<file path="config.mk">
export PLATFORM = sky130hd
export DESIGN_NAME = line_rasterizer_flat
export DESIGN_NICKNAME = d
export VERILOG_FILES = /design/src/lr_pkg.sv /design/src/lr_if.sv /design/src/lr_div.sv /design/src/line_rasterizer.sv /design/src/flat_wrapper.sv
export VERILOG_INCLUDE_DIRS = /design/src /design/src/src
export SDC_FILE = /design/constraint.sdc
export NUM_CORES = 1
export LEC_CHECK = 0
export BUFFER_PORTS_ARGS = -buffer_cell sky130_fd_sc_hd__buf_2
export CELL_PAD_IN_SITES_DETAIL_PLACEMENT = 0
export CELL_PAD_IN_SITES_GLOBAL_PLACEMENT = 1
export CORE_UTILIZATION = 40
export CTS_BUF_LIST = sky130_fd_sc_hd__clkbuf_4 sky130_fd_sc_hd__clkbuf_8
export DETAILED_ROUTE_END_ITERATION = 16
export HOLD_SLACK_MARGIN = 0.08
export PLACE_DENSITY = 0.69
export SYNTH_ARGS = -nofsm -noshare
export SYNTH_HDL_FRONTEND = slang
export SYNTH_SLANG_ARGS = --single-unit
</file>
<file path="constraint.sdc">
create_clock -name clk_i -period 6.8 [get_ports clk_i]
set_input_delay 0.34 -clock clk_i [delete_from_list [all_inputs] [get_ports clk_i]]
set_output_delay 0.34 -clock clk_i [all_outputs]
set_load 0.005 [all_outputs]
</file>
<file path="src/line_rasterizer_assert.svh">
// assertion helpers for the line rasterizer, clocked on the rising edge,
// disabled while reset is asserted
`ifndef LINE_RASTERIZER_ASSERT_SVH
`define LINE_RASTERIZER_ASSERT_SVH

// same-cycle implication
`define LR_ASSERT_IMP(label, clk, rst_n, ante, cons) \
  label: assert property (@(posedge clk) disable iff (!rst_n) (ante) |-> (cons)) \
    else $error("line rasterizer check failed");

// next-cycle implication
`define LR_ASSERT_NXT(label, clk, rst_n, ante, cons) \
  label: assert property (@(posedge clk) disable iff (!rst_n) (ante) |=> (cons)) \
    else $error("line rasterizer check failed");

`endif

</file>
<file path="src/lr_pkg.sv">
package lr_pkg;

  localparam int PIX_W    = 12;
  localparam int INT_W    = 8;
  localparam int FRAC_W   = 8;
  localparam int QUO_W    = 9;
  localparam int GRAD_W   = QUO_W + 1;
  localparam int PIDX_W   = 2;

  localparam logic [INT_W-1:0] INT_FULL  = 8'hFF;
  localparam logic [INT_W-1:0] DIAG_CORR = 8'd40;

  // pixel slot within one column
  localparam logic [PIDX_W-1:0] PIX_MAIN  = 2'd0;
  localparam logic [PIDX_W-1:0] PIX_ABOVE = 2'd1;
  localparam logic [PIDX_W-1:0] PIX_BELOW = 2'd2;

  typedef enum logic [1:0] {
    KIND_RUN  = 2'd0,
    KIND_BRES = 2'd1,
    KIND_WU   = 2'd2
  } kind_e;

  typedef enum logic [2:0] {
    ST_IDLE = 3'b001,
    ST_DIV  = 3'b010,
    ST_EMIT = 3'b100
  } state_e;

endpackage

</file>
<file path="src/lr_if.sv">
interface lr_in_if
  import lr_pkg::*;
#(
  parameter int COORD_WIDTH = 10
) ();
  logic                   valid;
  logic                   ready;
  logic                   mode;
  logic [COORD_WIDTH-1:0] x_start;
  logic [COORD_WIDTH-1:0] y_start;
  logic [COORD_WIDTH-1:0] x_end;
  logic [COORD_WIDTH-1:0] y_end;
  logic                   use_background;

  modport source (output valid, mode, x_start, y_start, x_end, y_end, use_background,
                  input ready);
  modport sink (input valid, mode, x_start, y_start, x_end, y_end, use_background,
                output ready);
endinterface

interface lr_out_if
  import lr_pkg::*;
();
  logic                    valid;
  logic                    ready;
  logic signed [PIX_W-1:0] pixel_x;
  logic signed [PIX_W-1:0] pixel_y;
  logic [INT_W-1:0]        intensity;
  logic                    paint_background;
  logic                    pixel_valid;
  logic                    line_end;
  logic                    last;

  modport source (output valid, pixel_x, pixel_y, intensity, paint_background,
                  pixel_valid, line_end, last, input ready);
  modport sink (input valid, pixel_x, pixel_y, intensity, paint_background,
                pixel_valid, line_end, last, output ready);
endinterface

interface lr_cfg_if
  import lr_pkg::*;
();
  logic valid;
  logic ready;
  logic antialias_enable;

  modport source (output valid, antialias_enable, input ready);
  modport sink (input valid, antialias_enable, output ready);
endinterface

</file>
<file path="src/lr_div.sv">
module lr_div
  import lr_pkg::*;
#(
  parameter int COORD_WIDTH = 10
) (
  input  logic                          clk_i,
  input  logic                          rst_ni,
  input  logic                          start_i,
  input  logic [COORD_WIDTH+FRAC_W+1:0] dividend_i,
  input  logic [COORD_WIDTH:0]          divisor_i,
  output logic                          done_o,
  output logic [QUO_W-1:0]              quotient_o
);

  localparam int DW    = COORD_WIDTH + 1;
  localparam int NW    = COORD_WIDTH + FRAC_W + 2;
  localparam int CNT_W = $clog2(QUO_W);

  logic [DW-1:0]    rem_q, rem_d;
  logic [DW-1:0]    den_q, den_d;
  logic [QUO_W-1:0] shf_q, shf_d;
  logic [CNT_W-1:0] cnt_q, cnt_d;
  logic             busy_q, busy_d;

  logic [DW+1:0] diff;
  logic [DW:0]   shifted;
  logic          qbit;
  logic          last_step;

  // one quotient bit per cycle, the quotient never exceeds QUO_W bits
  assign shifted   = {rem_q, shf_q[QUO_W-1]};
  assign diff      = {1'b0, shifted} - {2'b00, den_q};
  assign qbit      = ~diff[DW+1];
  assign last_step = (cnt_q == CNT_W'(QUO_W - 1));

  assign done_o     = busy_q & last_step;
  assign quotient_o = {shf_q[QUO_W-2:0], qbit};

  always_comb begin
    rem_d  = rem_q;
    den_d  = den_q;
    shf_d  = shf_q;
    cnt_d  = cnt_q;
    busy_d = busy_q;
    if (start_i) begin
      rem_d  = dividend_i[NW-1:QUO_W];
      shf_d  = dividend_i[QUO_W-1:0];
      den_d  = divisor_i;
      cnt_d  = '0;
      busy_d = 1'b1;
    end else if (busy_q) begin
      rem_d = qbit ? diff[DW-1:0] : shifted[DW-1:0];
      shf_d = {shf_q[QUO_W-2:0], qbit};
      cnt_d = cnt_q + CNT_W'(1);
      if (last_step) begin
        busy_d = 1'b0;
      end
    end
  end

  always_ff @(posedge clk_i or negedge rst_ni) begin
    if (!rst_ni) begin
      busy_q <= 1'b0;
      cnt_q  <= '0;
    end else begin
      busy_q <= busy_d;
      cnt_q  <= cnt_d;
    end
  end

  always_ff @(posedge clk_i) begin
    rem_q <= rem_d;
    den_q <= den_d;
    shf_q <= shf_d;
  end

endmodule

</file>
<file path="src/line_rasterizer.sv">
// Line rasterizer. A start item (mode 0) loads two endpoints and the
// background flag and returns nothing; each step item (mode 1) returns the
// pixels of the next column: one pixel for axis-aligned runs and Bresenham
// lines, two or three for antialiased (Wu) lines, the final one marked
// last, and line_end on the final pixel of the line. A step with no line
// left returns a single empty result with line_end and last set.
// Handshake: the input is not ready while an item is in work. A step item
// sends its pixels one at a time, each going out through the result
// register and held back while the receiver is not ready; a start item of
// an antialiased sloped line also waits for the bit-serial gradient divider
// before the input is ready again. The antialias_enable register is
// sampled on each start item.
`include "line_rasterizer_assert.svh"

module line_rasterizer
  import lr_pkg::*;
#(
  parameter int COORD_WIDTH = 10
) (
  input  logic     clk_i,
  input  logic     rst_ni,
  lr_in_if.sink    item_i,
  lr_out_if.source result_o,
  lr_cfg_if.sink   cfg_i
);

  localparam int CW = COORD_WIDTH;
  localparam int MW = CW + 1;
  localparam int EW = CW + 2;
  localparam int IW = CW + FRAC_W + 2;
  localparam int BW = IW - FRAC_W;
  localparam int NW = CW + FRAC_W + 2;

  // ---------------------------------------------------------------
  // line state
  state_e              state_q, state_d;
  kind_e               kind_q, kind_d;
  logic                active_q, active_d;
  logic                swapped_q, swapped_d;
  logic                down_q, down_d;
  logic                diag_q, diag_d;
  logic                bg_q, bg_d;
  logic                aa_q;
  logic [MW-1:0]       major_pos_q, major_pos_d;
  logic [MW-1:0]       major_last_q, major_last_d;
  logic [CW-1:0]       minor_q, minor_d;
  logic [EW-1:0]       err_q, err_d;
  logic [CW-1:0]       mjd_q, mjd_d;
  logic [CW-1:0]       mnd_q, mnd_d;
  logic signed [GRAD_W-1:0] grad_q, grad_d;
  logic signed [IW-1:0]     icpt_q, icpt_d;
  logic [PIDX_W-1:0]   pix_q, pix_d;

  // result register
  logic                    out_valid_q, out_valid_d;
  logic signed [PIX_W-1:0] out_x_q, out_x_d;
  logic signed [PIX_W-1:0] out_y_q, out_y_d;
  logic [INT_W-1:0]        out_int_q, out_int_d;
  logic                    out_bg_q, out_bg_d;
  logic                    out_pv_q, out_pv_d;
  logic                    out_end_q, out_end_d;
  logic                    out_last_q, out_last_d;

  // ---------------------------------------------------------------
  // start setup from the item fields
  logic [CW-1:0] x0, y0, x1, y1;
  logic          is_run, run_sw;
  logic [CW-1:0] ra, rb, rlo, rhi;
  logic [CW-1:0] adx, ady;
  logic          sl_sw;
  logic [CW-1:0] pa, qa, pb, qb, p0, q0, p1, q1;
  logic [CW-1:0] mjd_s, mnd_s;
  logic          down_s;

  always_comb begin
    x0 = item_i.x_start;
    y0 = item_i.y_start;
    x1 = item_i.x_end;
    y1 = item_i.y_end;
    is_run = (x0 == x1) || (y0 == y1);
    run_sw = (x0 == x1);
    ra  = run_sw ? y0 : x0;
    rb  = run_sw ? y1 : x1;
    rlo = (ra > rb) ? rb : ra;
    rhi = (ra > rb) ? ra : rb;
    adx = (x1 > x0) ? x1 - x0 : x0 - x1;
    ady = (y1 > y0) ? y1 - y0 : y0 - y1;
    sl_sw = ady > adx;
    pa = sl_sw ? y0 : x0;
    qa = sl_sw ? x0 : y0;
    pb = sl_sw ? y1 : x1;
    qb = sl_sw ? x1 : y1;
    // walk along increasing major coordinate
    if (pa > pb) begin
      p0 = pb; q0 = qb; p1 = pa; q1 = qa;
    end else begin
      p0 = pa; q0 = qa; p1 = pb; q1 = qb;
    end
    mjd_s  = p1 - p0;
    mnd_s  = (q1 > q0) ? q1 - q0 : q0 - q1;
    down_s = q1 < q0;
  end

  // ---------------------------------------------------------------
  // gradient divider: (2*minor*256 + major) / (2*major)
  logic             item_acc, out_free, emit;
  logic             div_start, div_done;
  logic [NW-1:0]    div_num;
  logic [CW:0]      div_den;
  logic [QUO_W-1:0] div_quo;

  assign item_acc  = item_i.valid & item_i.ready;
  assign div_start = item_acc & ~item_i.mode & ~is_run & aa_q;
  assign div_num   = NW'({mnd_s, {(FRAC_W + 1){1'b0}}}) + NW'(mjd_s);
  assign div_den   = {mjd_s, 1'b0};

  lr_div #(
    .COORD_WIDTH(COORD_WIDTH)
  ) u_div (
    .clk_i     (clk_i),
    .rst_ni    (rst_ni),
    .start_i   (div_start),
    .dividend_i(div_num),
    .divisor_i (div_den),
    .done_o    (div_done),
    .quotient_o(div_quo)
  );

  // ---------------------------------------------------------------
  // pixel of the current slot
  logic [FRAC_W-1:0]    frac;
  logic [INT_W-1:0]     hi_int;
  logic signed [BW-1:0] base;
  logic [31:0]          maj_w, mnr_w;
  logic [INT_W-1:0]     inten;
  logic [PIDX_W-1:0]    last_idx;
  logic                 is_last, done_col;
  logic [EW-1:0]        err_sub;

  assign frac     = icpt_q[FRAC_W-1:0];
  assign base     = $signed(icpt_q[IW-1:FRAC_W]);
  assign hi_int   = frac + (diag_q ? DIAG_CORR : '0);
  assign last_idx = (kind_q != KIND_WU) ? PIX_MAIN : (diag_q ? PIX_BELOW : PIX_ABOVE);
  assign is_last  = ~active_q | (pix_q == last_idx);
  assign done_col = major_pos_q >= major_last_q;
  assign err_sub  = err_q - EW'(mnd_q);

  always_comb begin
    maj_w = 32'(major_pos_q);
    mnr_w = 32'(minor_q);
    inten = INT_FULL;
    if (kind_q == KIND_WU) begin
      unique case (pix_q)
        PIX_MAIN: begin
          mnr_w = 32'(base);
          inten = INT_FULL - frac;
        end
        PIX_ABOVE: begin
          mnr_w = 32'(base) + 32'd1;
          inten = hi_int;
        end
        default: begin
          mnr_w = 32'(base) - 32'd1;
          inten = hi_int;
        end
      endcase
    end
  end

  // ---------------------------------------------------------------
  // sequencer
  assign out_free = ~out_valid_q | result_o.ready;
  assign emit     = (state_q == ST_EMIT) & out_free;

  always_comb begin
    state_d      = state_q;
    kind_d       = kind_q;
    active_d     = active_q;
    swapped_d    = swapped_q;
    down_d       = down_q;
    diag_d       = diag_q;
    bg_d         = bg_q;
    major_pos_d  = major_pos_q;
    major_last_d = major_last_q;
    minor_d      = minor_q;
    err_d        = err_q;
    mjd_d        = mjd_q;
    mnd_d        = mnd_q;
    grad_d       = grad_q;
    icpt_d       = icpt_q;
    pix_d        = pix_q;

    out_valid_d = out_valid_q & ~result_o.ready;
    out_x_d     = out_x_q;
    out_y_d     = out_y_q;
    out_int_d   = out_int_q;
    out_bg_d    = out_bg_q;
    out_pv_d    = out_pv_q;
    out_end_d   = out_end_q;
    out_last_d  = out_last_q;

    unique case (state_q)
      ST_IDLE: begin
        if (item_acc) begin
          if (item_i.mode) begin
            pix_d   = PIX_MAIN;
            state_d = ST_EMIT;
          end else begin
            bg_d     = item_i.use_background;
            active_d = 1'b1;
            err_d    = '0;
            grad_d   = '0;
            icpt_d   = '0;
            diag_d   = 1'b0;
            down_d   = 1'b0;
            if (is_run) begin
              kind_d       = KIND_RUN;
              swapped_d    = run_sw;
              major_pos_d  = MW'(rlo);
              major_last_d = MW'(rhi) - MW'(1);
              minor_d      = run_sw ? x0 : y0;
              mjd_d        = rhi - rlo;
              mnd_d        = '0;
              active_d     = (rlo != rhi);
            end else begin
              swapped_d   = sl_sw;
              mjd_d       = mjd_s;
              mnd_d       = mnd_s;
              down_d      = down_s;
              major_pos_d = MW'(p0);
              minor_d     = q0;
              if (!aa_q) begin
                kind_d       = KIND_BRES;
                major_last_d = MW'(p1);
                err_d        = EW'(mjd_s >> 1);
              end else begin
                kind_d       = KIND_WU;
                major_last_d = MW'(p1) - MW'(1);
                diag_d       = (mnd_s == mjd_s);
                state_d      = ST_DIV;
              end
            end
          end
        end
      end
      ST_DIV: begin
        if (div_done) begin
          grad_d  = down_q ? -$signed({1'b0, div_quo}) : $signed({1'b0, div_quo});
          icpt_d  = IW'($signed({1'b0, minor_q, {FRAC_W{1'b0}}}))
                  + IW'(down_q ? -$signed({1'b0, div_quo}) : $signed({1'b0, div_quo}));
          state_d = ST_IDLE;
        end
      end
      ST_EMIT: begin
        if (emit) begin
          out_valid_d = 1'b1;
          out_x_d     = active_q ? (swapped_q ? mnr_w[PIX_W-1:0] : maj_w[PIX_W-1:0]) : '0;
          out_y_d     = active_q ? (swapped_q ? maj_w[PIX_W-1:0] : mnr_w[PIX_W-1:0]) : '0;
          out_int_d   = active_q ? inten : '0;
          out_bg_d    = active_q & bg_q;
          out_pv_d    = active_q;
          out_end_d   = ~active_q | (is_last & done_col);
          out_last_d  = is_last;
          if (is_last) begin
            state_d = ST_IDLE;
            pix_d   = PIX_MAIN;
            if (active_q) begin
              major_pos_d = major_pos_q + MW'(1);
              if (done_col) begin
                active_d = 1'b0;
              end
              if (kind_q == KIND_WU) begin
                icpt_d = icpt_q + IW'(grad_q);
              end else if (kind_q == KIND_BRES) begin
                err_d = err_sub;
                // error went negative: step the minor axis
                if (err_sub[EW-1]) begin
                  minor_d = down_q ? minor_q - CW'(1) : minor_q + CW'(1);
                  err_d   = err_sub + EW'(mjd_q);
                end
              end
            end
          end else begin
            pix_d = pix_q + PIDX_W'(1);
          end
        end
      end
      default: begin
        state_d = ST_IDLE;
      end
    endcase
  end

  always_ff @(posedge clk_i or negedge rst_ni) begin
    if (!rst_ni) begin
      state_q      <= ST_IDLE;
      kind_q       <= KIND_RUN;
      active_q     <= 1'b0;
      swapped_q    <= 1'b0;
      down_q       <= 1'b0;
      diag_q       <= 1'b0;
      bg_q         <= 1'b0;
      aa_q         <= 1'b0;
      major_pos_q  <= '0;
      major_last_q <= '0;
      minor_q      <= '0;
      err_q        <= '0;
      mjd_q        <= '0;
      mnd_q        <= '0;
      grad_q       <= '0;
      icpt_q       <= '0;
      pix_q        <= PIX_MAIN;
      out_valid_q  <= 1'b0;
    end else begin
      state_q      <= state_d;
      kind_q       <= kind_d;
      active_q     <= active_d;
      swapped_q    <= swapped_d;
      down_q       <= down_d;
      diag_q       <= diag_d;
      bg_q         <= bg_d;
      major_pos_q  <= major_pos_d;
      major_last_q <= major_last_d;
      minor_q      <= minor_d;
      err_q        <= err_d;
      mjd_q        <= mjd_d;
      mnd_q        <= mnd_d;
      grad_q       <= grad_d;
      icpt_q       <= icpt_d;
      pix_q        <= pix_d;
      out_valid_q  <= out_valid_d;
      if (cfg_i.valid && cfg_i.ready) begin
        aa_q <= cfg_i.antialias_enable;
      end
    end
  end

  always_ff @(posedge clk_i) begin
    out_x_q    <= out_x_d;
    out_y_q    <= out_y_d;
    out_int_q  <= out_int_d;
    out_bg_q   <= out_bg_d;
    out_pv_q   <= out_pv_d;
    out_end_q  <= out_end_d;
    out_last_q <= out_last_d;
  end

  assign item_i.ready = (state_q == ST_IDLE);
  assign cfg_i.ready  = 1'b1;

  assign result_o.valid            = out_valid_q;
  assign result_o.pixel_x          = out_x_q;
  assign result_o.pixel_y          = out_y_q;
  assign result_o.intensity        = out_int_q;
  assign result_o.paint_background = out_bg_q;
  assign result_o.pixel_valid      = out_pv_q;
  assign result_o.line_end         = out_end_q;
  assign result_o.last             = out_last_q;

  // ---------------------------------------------------------------
  `LR_ASSERT_IMP(a_end_is_last, clk_i, rst_ni, out_valid_q && out_end_q, out_last_q)
  `LR_ASSERT_IMP(a_empty_result, clk_i, rst_ni, out_valid_q && !out_pv_q,
                 out_end_q && out_last_q && (out_int_q == '0) && !out_bg_q)
  `LR_ASSERT_NXT(a_div_returns, clk_i, rst_ni, div_done, state_q == ST_IDLE)
  `LR_ASSERT_IMP(a_diag_wu_only, clk_i, rst_ni, active_q && diag_q,
                 (kind_q == KIND_WU) && (mnd_q == mjd_q))

endmodule

</file>
<file path="src/flat_wrapper.sv">
// flat-port wrapper written by rule: the top's interface ports become plain ports
module line_rasterizer_flat import lr_pkg::*;
#(
  parameter int COORD_WIDTH = 10
)
  (clk_i, rst_ni, item_i_valid, item_i_mode, item_i_x_start, item_i_y_start, item_i_x_end, item_i_y_end, item_i_use_background, item_i_ready, result_o_valid, result_o_pixel_x, result_o_pixel_y, result_o_intensity, result_o_paint_background, result_o_pixel_valid, result_o_line_end, result_o_last, result_o_ready, cfg_i_valid, cfg_i_antialias_enable, cfg_i_ready);
  lr_in_if #(.COORD_WIDTH(COORD_WIDTH)) item_i_i ();
  lr_out_if result_o_i ();
  lr_cfg_if cfg_i_i ();
  input  logic clk_i;
  input  logic rst_ni;
  input wire logic [$bits(item_i_i.valid)-1:0] item_i_valid;
  input wire logic [$bits(item_i_i.mode)-1:0] item_i_mode;
  input wire logic [$bits(item_i_i.x_start)-1:0] item_i_x_start;
  input wire logic [$bits(item_i_i.y_start)-1:0] item_i_y_start;
  input wire logic [$bits(item_i_i.x_end)-1:0] item_i_x_end;
  input wire logic [$bits(item_i_i.y_end)-1:0] item_i_y_end;
  input wire logic [$bits(item_i_i.use_background)-1:0] item_i_use_background;
  output wire logic [$bits(item_i_i.ready)-1:0] item_i_ready;
  output wire logic [$bits(result_o_i.valid)-1:0] result_o_valid;
  output wire logic [$bits(result_o_i.pixel_x)-1:0] result_o_pixel_x;
  output wire logic [$bits(result_o_i.pixel_y)-1:0] result_o_pixel_y;
  output wire logic [$bits(result_o_i.intensity)-1:0] result_o_intensity;
  output wire logic [$bits(result_o_i.paint_background)-1:0] result_o_paint_background;
  output wire logic [$bits(result_o_i.pixel_valid)-1:0] result_o_pixel_valid;
  output wire logic [$bits(result_o_i.line_end)-1:0] result_o_line_end;
  output wire logic [$bits(result_o_i.last)-1:0] result_o_last;
  input wire logic [$bits(result_o_i.ready)-1:0] result_o_ready;
  input wire logic [$bits(cfg_i_i.valid)-1:0] cfg_i_valid;
  input wire logic [$bits(cfg_i_i.antialias_enable)-1:0] cfg_i_antialias_enable;
  output wire logic [$bits(cfg_i_i.ready)-1:0] cfg_i_ready;
  assign item_i_i.valid = item_i_valid;
  assign item_i_i.mode = item_i_mode;
  assign item_i_i.x_start = item_i_x_start;
  assign item_i_i.y_start = item_i_y_start;
  assign item_i_i.x_end = item_i_x_end;
  assign item_i_i.y_end = item_i_y_end;
  assign item_i_i.use_background = item_i_use_background;
  assign item_i_ready = item_i_i.ready;
  assign result_o_valid = result_o_i.valid;
  assign result_o_pixel_x = result_o_i.pixel_x;
  assign result_o_pixel_y = result_o_i.pixel_y;
  assign result_o_intensity = result_o_i.intensity;
  assign result_o_paint_background = result_o_i.paint_background;
  assign result_o_pixel_valid = result_o_i.pixel_valid;
  assign result_o_line_end = result_o_i.line_end;
  assign result_o_last = result_o_i.last;
  assign result_o_i.ready = result_o_ready;
  assign cfg_i_i.valid = cfg_i_valid;
  assign cfg_i_i.antialias_enable = cfg_i_antialias_enable;
  assign cfg_i_ready = cfg_i_i.ready;
  line_rasterizer #(.COORD_WIDTH(COORD_WIDTH)) u_core (.clk_i(clk_i), .rst_ni(rst_ni), .item_i(item_i_i), .result_o(result_o_i), .cfg_i(cfg_i_i));
endmodule
</file>
# Word level (Yosys, flattened, before mapping)
# Index checks and enable logic that the tools add are counted.
dict set report totals {
  register_bits 179
  latchBits 0
  mem_bits_rw 0
  romBits 0
  input_bits 48
  out_inout_bits 39
  elab_cells 240
  mem_count 0
}
dict set report op_classes {
  n_addsub 27
  n_mul 0
  div 0
  order_cmp 8
  eq_ne 26
  n_shift 0
  mux 111
  bitwise_logic 18
  reduce_logical 18
}
# op count
set op_table {}
lappend op_table {{10-bit 2-to-1 mux} 33}
lappend op_table {{20-bit 2-to-1 mux} 8}
lappend op_table {{11-bit 2-to-1 mux} 12}
lappend op_table {{12-bit 2-to-1 mux} 10}
lappend op_table {{10-bit subtractor} 8}
lappend op_table {{10-bit > comparator} 6}
lappend op_table {{20-bit case mux with 3 select lines} 1}
lappend op_table {{12-bit case mux with 2 select lines} 2}
lappend op_table {{10-bit case mux with 2 select lines} 2}
lappend op_table {{10-bit equality test} 3}
lappend op_table {{9-bit 2-to-1 mux} 3}
lappend op_table {{11-bit case mux with 2 select lines} 1}
lappend op_table {{10-bit by 1-bit subtractor with 11-bit output (second input constant)} 2}
lappend op_table {{3-bit 2-to-1 mux} 7}
lappend op_table {{19-bit by 10-bit adder with 20-bit output} 1}
lappend op_table {{19-bit by 20-bit adder with 20-bit output} 1}
lappend op_table {{20-bit by 10-bit adder with 20-bit output} 1}
lappend op_table {{9-bit negation with 20-bit output} 1}
lappend op_table {{1-bit 2-to-1 mux} 16}
lappend op_table {{2-bit 2-to-1 mux} 8}
lappend op_table {{8-bit 2-to-1 mux} 2}
lappend op_table {{8-bit AND reduction} 2}
lappend op_table {{2-bit != test (second input constant)} 7}
lappend op_table {{12-bit by 11-bit subtractor with 13-bit output} 1}
lappend op_table {{other kinds (43)} 70}

# Logic depth before layout (Yosys ltp)
dict set report depth {
  depth_word 12
  ltp_mapped 63
  depth_no_buf 54
}

# By module
# A second synthesis with hierarchy kept.
dict set report unflattened {
  hier_cells 2392
  area_unflattened_um2 19471.2
}
# mod instances cells_per_inst area_per_inst_um2 seq_area_each_um2
set by_module_without_submodules {}
lappend by_module_without_submodules {line_rasterizer 1 2190 17204.0 3784.9}
lappend by_module_without_submodules {lr_div 1 202 2267.2 1056.0}

# Worst setup path after synthesis
# Ideal clock, no wire load.
dict set report synth_path {
  kind {in2reg}
  from {input port item_i_x_end[4]}
  to {register u_core.u_div.rem_q[5], data pin}
  setup_time_ps 287
  arrival_ps 11799
  t_required_ps 6513
  path_slack_ps -5287
  cell_stages 54
  n_path_buf 15
  cell_sequence {inv_1 > ha_1 > clkbuf_1 > nand4_1 > nor3_1 > clkbuf_1 > clkbuf_1 > buf_1 > nor2_1 > clkbuf_1 > mux2i_1 > o21ai_0 > a221oi_1 > xor2_1 > ha_1 > nand4_1 > a211oi_2 > a2111oi_2 > [18 not listed] > a211oi_1 > or2_2 > inv_1 > ha_1 > inv_1 > fa_1 > a21o_1 > nand2_1 > nand2_1 > a211oi_1 > a211oi_4 > o21ai_4 > mux2i_2 > xnor2_4 > nand3_2 > nor3_1 > xor2_1 > a21oi_1}
}
dict set report synth_between {
  elab_chain_cells 10
  word_cells_on_any_way 26
  classes_between {add/sub: 6; order compare: 4; eq/ne: 1; mux: 11; bitwise: 3; reduce/logical: 1}
}
# element line
set synth_lines {}
lappend synth_lines {{start: declaration} flat_wrapper.sv:16} ;# input wire logic [$bits(item_i_i.x_end)-1:0] item_i_x_end;
lappend synth_lines {{10-bit subtractor / 10-bit > comparator (equally long branches)} line_rasterizer.sv:86} ;# adx = (x1 > x0) ? x1 - x0 : x0 - x1;
lappend synth_lines {{10-bit 2-to-1 mux} line_rasterizer.sv:86}
lappend synth_lines {{10-bit > comparator} line_rasterizer.sv:88} ;# sl_sw = ady > adx;
lappend synth_lines {{10-bit 2-to-1 mux (on tied branches)} {line_rasterizer.sv:89, line_rasterizer.sv:91}}
lappend synth_lines {{10-bit > comparator} line_rasterizer.sv:94} ;# if (pa > pb) begin
lappend synth_lines {{10-bit 2-to-1 mux} line_rasterizer.sv:94}
lappend synth_lines {{10-bit subtractor / 10-bit > comparator (equally long branches)} line_rasterizer.sv:100} ;# mnd_s = (q1 > q0) ? q1 - q0 : q0 - q1;
lappend synth_lines {{10-bit 2-to-1 mux} line_rasterizer.sv:100}
lappend synth_lines {{19-bit by 10-bit adder with 20-bit output} line_rasterizer.sv:114} ;# assign div_num = NW'({mnd_s, {(FRAC_W + 1){1'b0}}}) + NW'(mjd_s);
lappend synth_lines {{11-bit 2-to-1 mux *} lr_div.sv:45} ;# if (start_i) begin
lappend synth_lines {{net u_core.u_div.rem_d[5]} lr_div.sv:19} ;# logic [DW-1:0] rem_q, rem_d;
lappend synth_lines {{end signal: assignment} lr_div.sv:72} ;# rem_q <= rem_d;
lappend synth_lines {{end: declaration} lr_div.sv:19}
# Mark *: on every way through the listed nets, which the timed path passes. The rest lies on a longest branch.
# A chain may end at the register's enable or synchronous reset.

# Worst setup path in the final report
dict set report layout_path {
  from {input port item_i_y_end[0]}
  to {register u_core.u_div.rem_q[10], data pin}
}
dict set report layout_between {
  elab_chain_cells 10
  word_cells_on_any_way 26
  classes_between {add/sub: 6; order compare: 4; eq/ne: 1; mux: 11; bitwise: 3; reduce/logical: 1}
}
# element line
set layout_lines {}
lappend layout_lines {{start: declaration} flat_wrapper.sv:17} ;# input wire logic [$bits(item_i_i.y_end)-1:0] item_i_y_end;
lappend layout_lines {{10-bit subtractor / 10-bit > comparator (equally long branches)} line_rasterizer.sv:87} ;# ady = (y1 > y0) ? y1 - y0 : y0 - y1;
lappend layout_lines {{10-bit 2-to-1 mux} line_rasterizer.sv:87}
lappend layout_lines {{10-bit > comparator} line_rasterizer.sv:88}
lappend layout_lines {{10-bit 2-to-1 mux (on tied branches)} {line_rasterizer.sv:89, line_rasterizer.sv:91}}
lappend layout_lines {{10-bit > comparator} line_rasterizer.sv:94}
lappend layout_lines {{10-bit 2-to-1 mux} line_rasterizer.sv:94}
lappend layout_lines {{10-bit subtractor / 10-bit > comparator (equally long branches)} line_rasterizer.sv:100}
lappend layout_lines {{10-bit 2-to-1 mux} line_rasterizer.sv:100}
lappend layout_lines {{19-bit by 10-bit adder with 20-bit output} line_rasterizer.sv:114}
lappend layout_lines {{11-bit 2-to-1 mux *} lr_div.sv:45}
lappend layout_lines {{net u_core.u_div.rem_d[10]} lr_div.sv:19}
# Marks and branches as above.

==> flow_metrics.env <==
export IMPL_r2r_slack_ps=550
export IMPL_grt_pass1_wl_um=104400
export IMPL_synth_nets=2571
export IMPL_fin_worst_skew_ps=19.57
export IMPL_drive_gt1_frac=0.3318
export IMPL_ant_nets=0
export IMPL_synth_cell_types=95
export IMPL_rows=78
export IMPL_crit_buf_inv=23
export IMPL_min_path_cells=4
export IMPL_r2r_start="u_core.u_div.rem_q[1]"
export IMPL_finalSetupViolCount=89
export IMPL_cp_end_kind="flip-flop"
export IMPL_wl_per_cell_um=19.89
export IMPL_rsz0062_at_grt="true"
export IMPL_violations="setup timing"
export IMPL_cts_root_buf="clkbuf_8"
export IMPL_track_usage=0.2846
export IMPL_die_h_um=217.5
export IMPL_final_util=0.5634
export IMPL_cts_sinks=179
export IMPL_worst_r2r_endpoint="u_core.icpt_q[19]"
export IMPL_coreArea_um2=45580
export IMPL_remaining_drc_errors=0
export IMPL_critPathMaxFanout=8
export IMPL_crit_type="primary input to flip-flop"
export IMPL_hold_path_end="u_core.state_q[2]"
export IMPL_seq_area_frac_synth=0.2590
export IMPL_start_util=0.4076
export IMPL_fmax_mhz=105.7
export IMPL_syn_area_um2=18580
export IMPL_dp_hpwl_um=52780
export IMPL_synth_common_cells="254 x nand2_1, 207 x a21oi_1, 200 x nor2_1"
export IMPL_m1WireLength_um=29370
export IMPL_min_period_ps=9459
export IMPL_synth_area_leaders="dfrtp_1 15%, ha_1 13%, edfxtp_1 11%"
export IMPL_top_layer="met4"
export IMPL_min_from="result_o_ready"
export IMPL_synth_edf_count=66
export IMPL_crit_required_ps=7120
export IMPL_clk_path_buf_depth=2
export IMPL_synthFlopType="dfrtp_1"
export IMPL_postSynthAreaPerCell_um2=7.994
export IMPL_cpPeakStageDelay_ps=540
export IMPL_setup_worst_path_start_class="primary input"
export IMPL_synth_top_cell_by_area="dfrtp_1"
export IMPL_antenna_found_initial=1
export IMPL_first_iter_violations=1225
export IMPL_arrival_ps=9780
export IMPL_hold_viol_final=0
export IMPL_critical_path_top_delay_family="compound AO/OA/AOI/OAI gates"
export IMPL_yosysMostFrequentCell="nand2_1"
export IMPL_setup_slack_ps=-2659
export IMPL_gp_congestion=0.9220
export IMPL_finalNetCount=3058
export IMPL_hp_class="primary input to flip-flop"
export IMPL_clkSlewWorstSetupHoldPaths_ps=110
export IMPL_syn_inst=2324
export IMPL_cts_buffers=17
export IMPL_ys_warn_count=0
export IMPL_ios=87
export IMPL_grt_pass1_vias=18728
export IMPL_placedCellCount=3296
export IMPL_vias=18969
export IMPL_drt_wl_total_um=68140
export IMPL_grt_overflow_total=0
export IMPL_worst_path_max_delay_cell="a2111o_2"
export IMPL_clk_insertion_delay_late_ps=520
export IMPL_holdWs_ps=302.5
export IMPL_slew_headroom=0.2690
export IMPL_wl_met2_um=33750
export IMPL_die_area_um2=47310
export IMPL_cts_tree="done"
export IMPL_drv_cap=0
export IMPL_route_met3_wl_um=2806
export IMPL_yosysTopAreaCellShare=0.1509
export IMPL_grt_max_degree=59
export IMPL_die_x_um=217.5
export IMPL_async_reset_ff_frac=0.6313
export IMPL_status="finished, violations left"
export IMPL_period_share=1.391
export IMPL_ys_seq_elements=179
export IMPL_htreeDepth=4
export IMPL_crit_top_cell="buf_4"
export IMPL_tns_ps=-124700
export IMPL_drv_slew=0
export IMPL_viasPerCell=5.538
export IMPL_dr_pass1_iters=7
export IMPL_worst_pin_slew_ps=1094
export IMPL_port_buffers=85
export IMPL_r2r_cells=34
export IMPL_nFillCells=4063
export IMPL_final_cells=3425
export IMPL_area_growth_pct=38.21
==> registers in the layout (all words and copies together), names as in the netlist, 11 cells and up <==
name,flops
u_core.err_q,12
u_core.u_div.rem_q,11
u_core.major_pos_q,11
u_core.major_last_q,11
u_core.icpt_q,20
u_core.result_o.pixel_x,12
u_core.result_o.pixel_y,12
==> timing repair <==
action / 4_1_cts / 5_1_grt
pin swaps: 102 / 84
gates resized for setup: 222 / 143
hold buffers: 5 / 0
setup buffers: 58 / 34
endpoints found under the hold margin: 59 / 0
setup endpoints to repair: 89 / 92
gates cloned: 4 / 3
==> metal layers <==
metal	GRT usage	vias up
met4	0.09765	0
met5	0	-
met3	0.02552	107
met2	0.5018	484
li1	-	9208
met1	0.3619	9170
==> tightest hold or removal path, cell delays in order <==
cell and delay (ps):
buf_2 70, nor2b_1 100, o21ai_0 220, nand2_1 60
==> stage by stage <==
step / instance area (um^2) / worst slack (ps)
6_report: 25680 / -2659
5_1_grt: 25680 / -3061
4_1_cts: 24790 / -2487
3_5_place_dp: 22820 / -3531
3_3_place_gp: 22820 / -3476
2_1_floorplan: 19220 / -3202
==> placed cells by master, fill, tap and decap left out, types with 19 or more instances in the layout <==
cell type / synthesis / routed
a21o_1: 55 / 53
a21oi_1: 207 / 154
a21oi_2: 2 / 47
and2_1: 26 / 22
buf_2: 5 / 83
buf_4: 3 / 424
buf_6: 2 / 44
clkbuf_8: 0 / 19
dfrtp_1: 112 / 112
edfxtp_1: 66 / 66
ha_1: 186 / 167
inv_1: 187 / 176
mux2_2: 26 / 21
mux2i_1: 77 / 62
nand2_1: 254 / 238
nand3_1: 32 / 28
nor2_1: 200 / 168
nor2_2: 0 / 19
nor2b_1: 31 / 29
nor3_1: 44 / 35
o211ai_1: 29 / 29
o21ai_0: 182 / 116
o21ai_1: 10 / 56
o21ai_2: 0 / 19
o21bai_1: 35 / 32
xnor2_1: 86 / 76
xor2_1: 55 / 52
==> layout make-up <==
class / instances / area [um^2] / share of cell area
Multi-Input combinational cell: 1849 / 14440 / 0.5622
Sequential cell: 179 / 4811 / 0.1874
Timing Repair Buffer: 577 / 4567 / 0.1779
Tap cell: 600 / 750.7 / 0.02924
Inverter: 187 / 723.2 / 0.02816
Clock buffer: 20 / 269.0 / 0.01048
Clock inverter: 12 / 117.6 / 0.004580
Antenna cell: 1 / 2.502 / 0.00009746
==> worst max-delay path by stage <==
stage	start	to	depth (start not counted)
2_1_floorplan	item_i_y_end[0]	u_core.u_div.rem_q[9]	58
3_3_place_gp	item_i_y_end[0]	u_core.u_div.rem_q[9]	53
3_5_place_dp	item_i_y_end[0]	u_core.u_div.rem_q[9]	53
4_1_cts	item_i_y_end[0]	u_core.u_div.rem_q[9]	52
5_1_grt	item_i_y_end[0]	u_core.u_div.rem_q[9]	56
6_report	item_i_y_end[0]	u_core.u_div.rem_q[10]	59
==> kinds of logic after synthesis <==
| kind of cell | synth area share |
|---|---|
| AO/OA/AOI/OAI | 0.2427 |
| adder cells (fa/ha/maj) | 0.1393 |
| flip-flops | 0.2590 |
| AND/OR/NAND/NOR | 0.1679 |
| buffers and inverters | 0.06176 |
| multiplexers | 0.05859 |
| XOR/XNOR | 0.07058 |
| other | 0.0002019 |
Power is not shown: default switching activity piles up to over one toggle a cycle in this logic, so the estimate is an artifact.
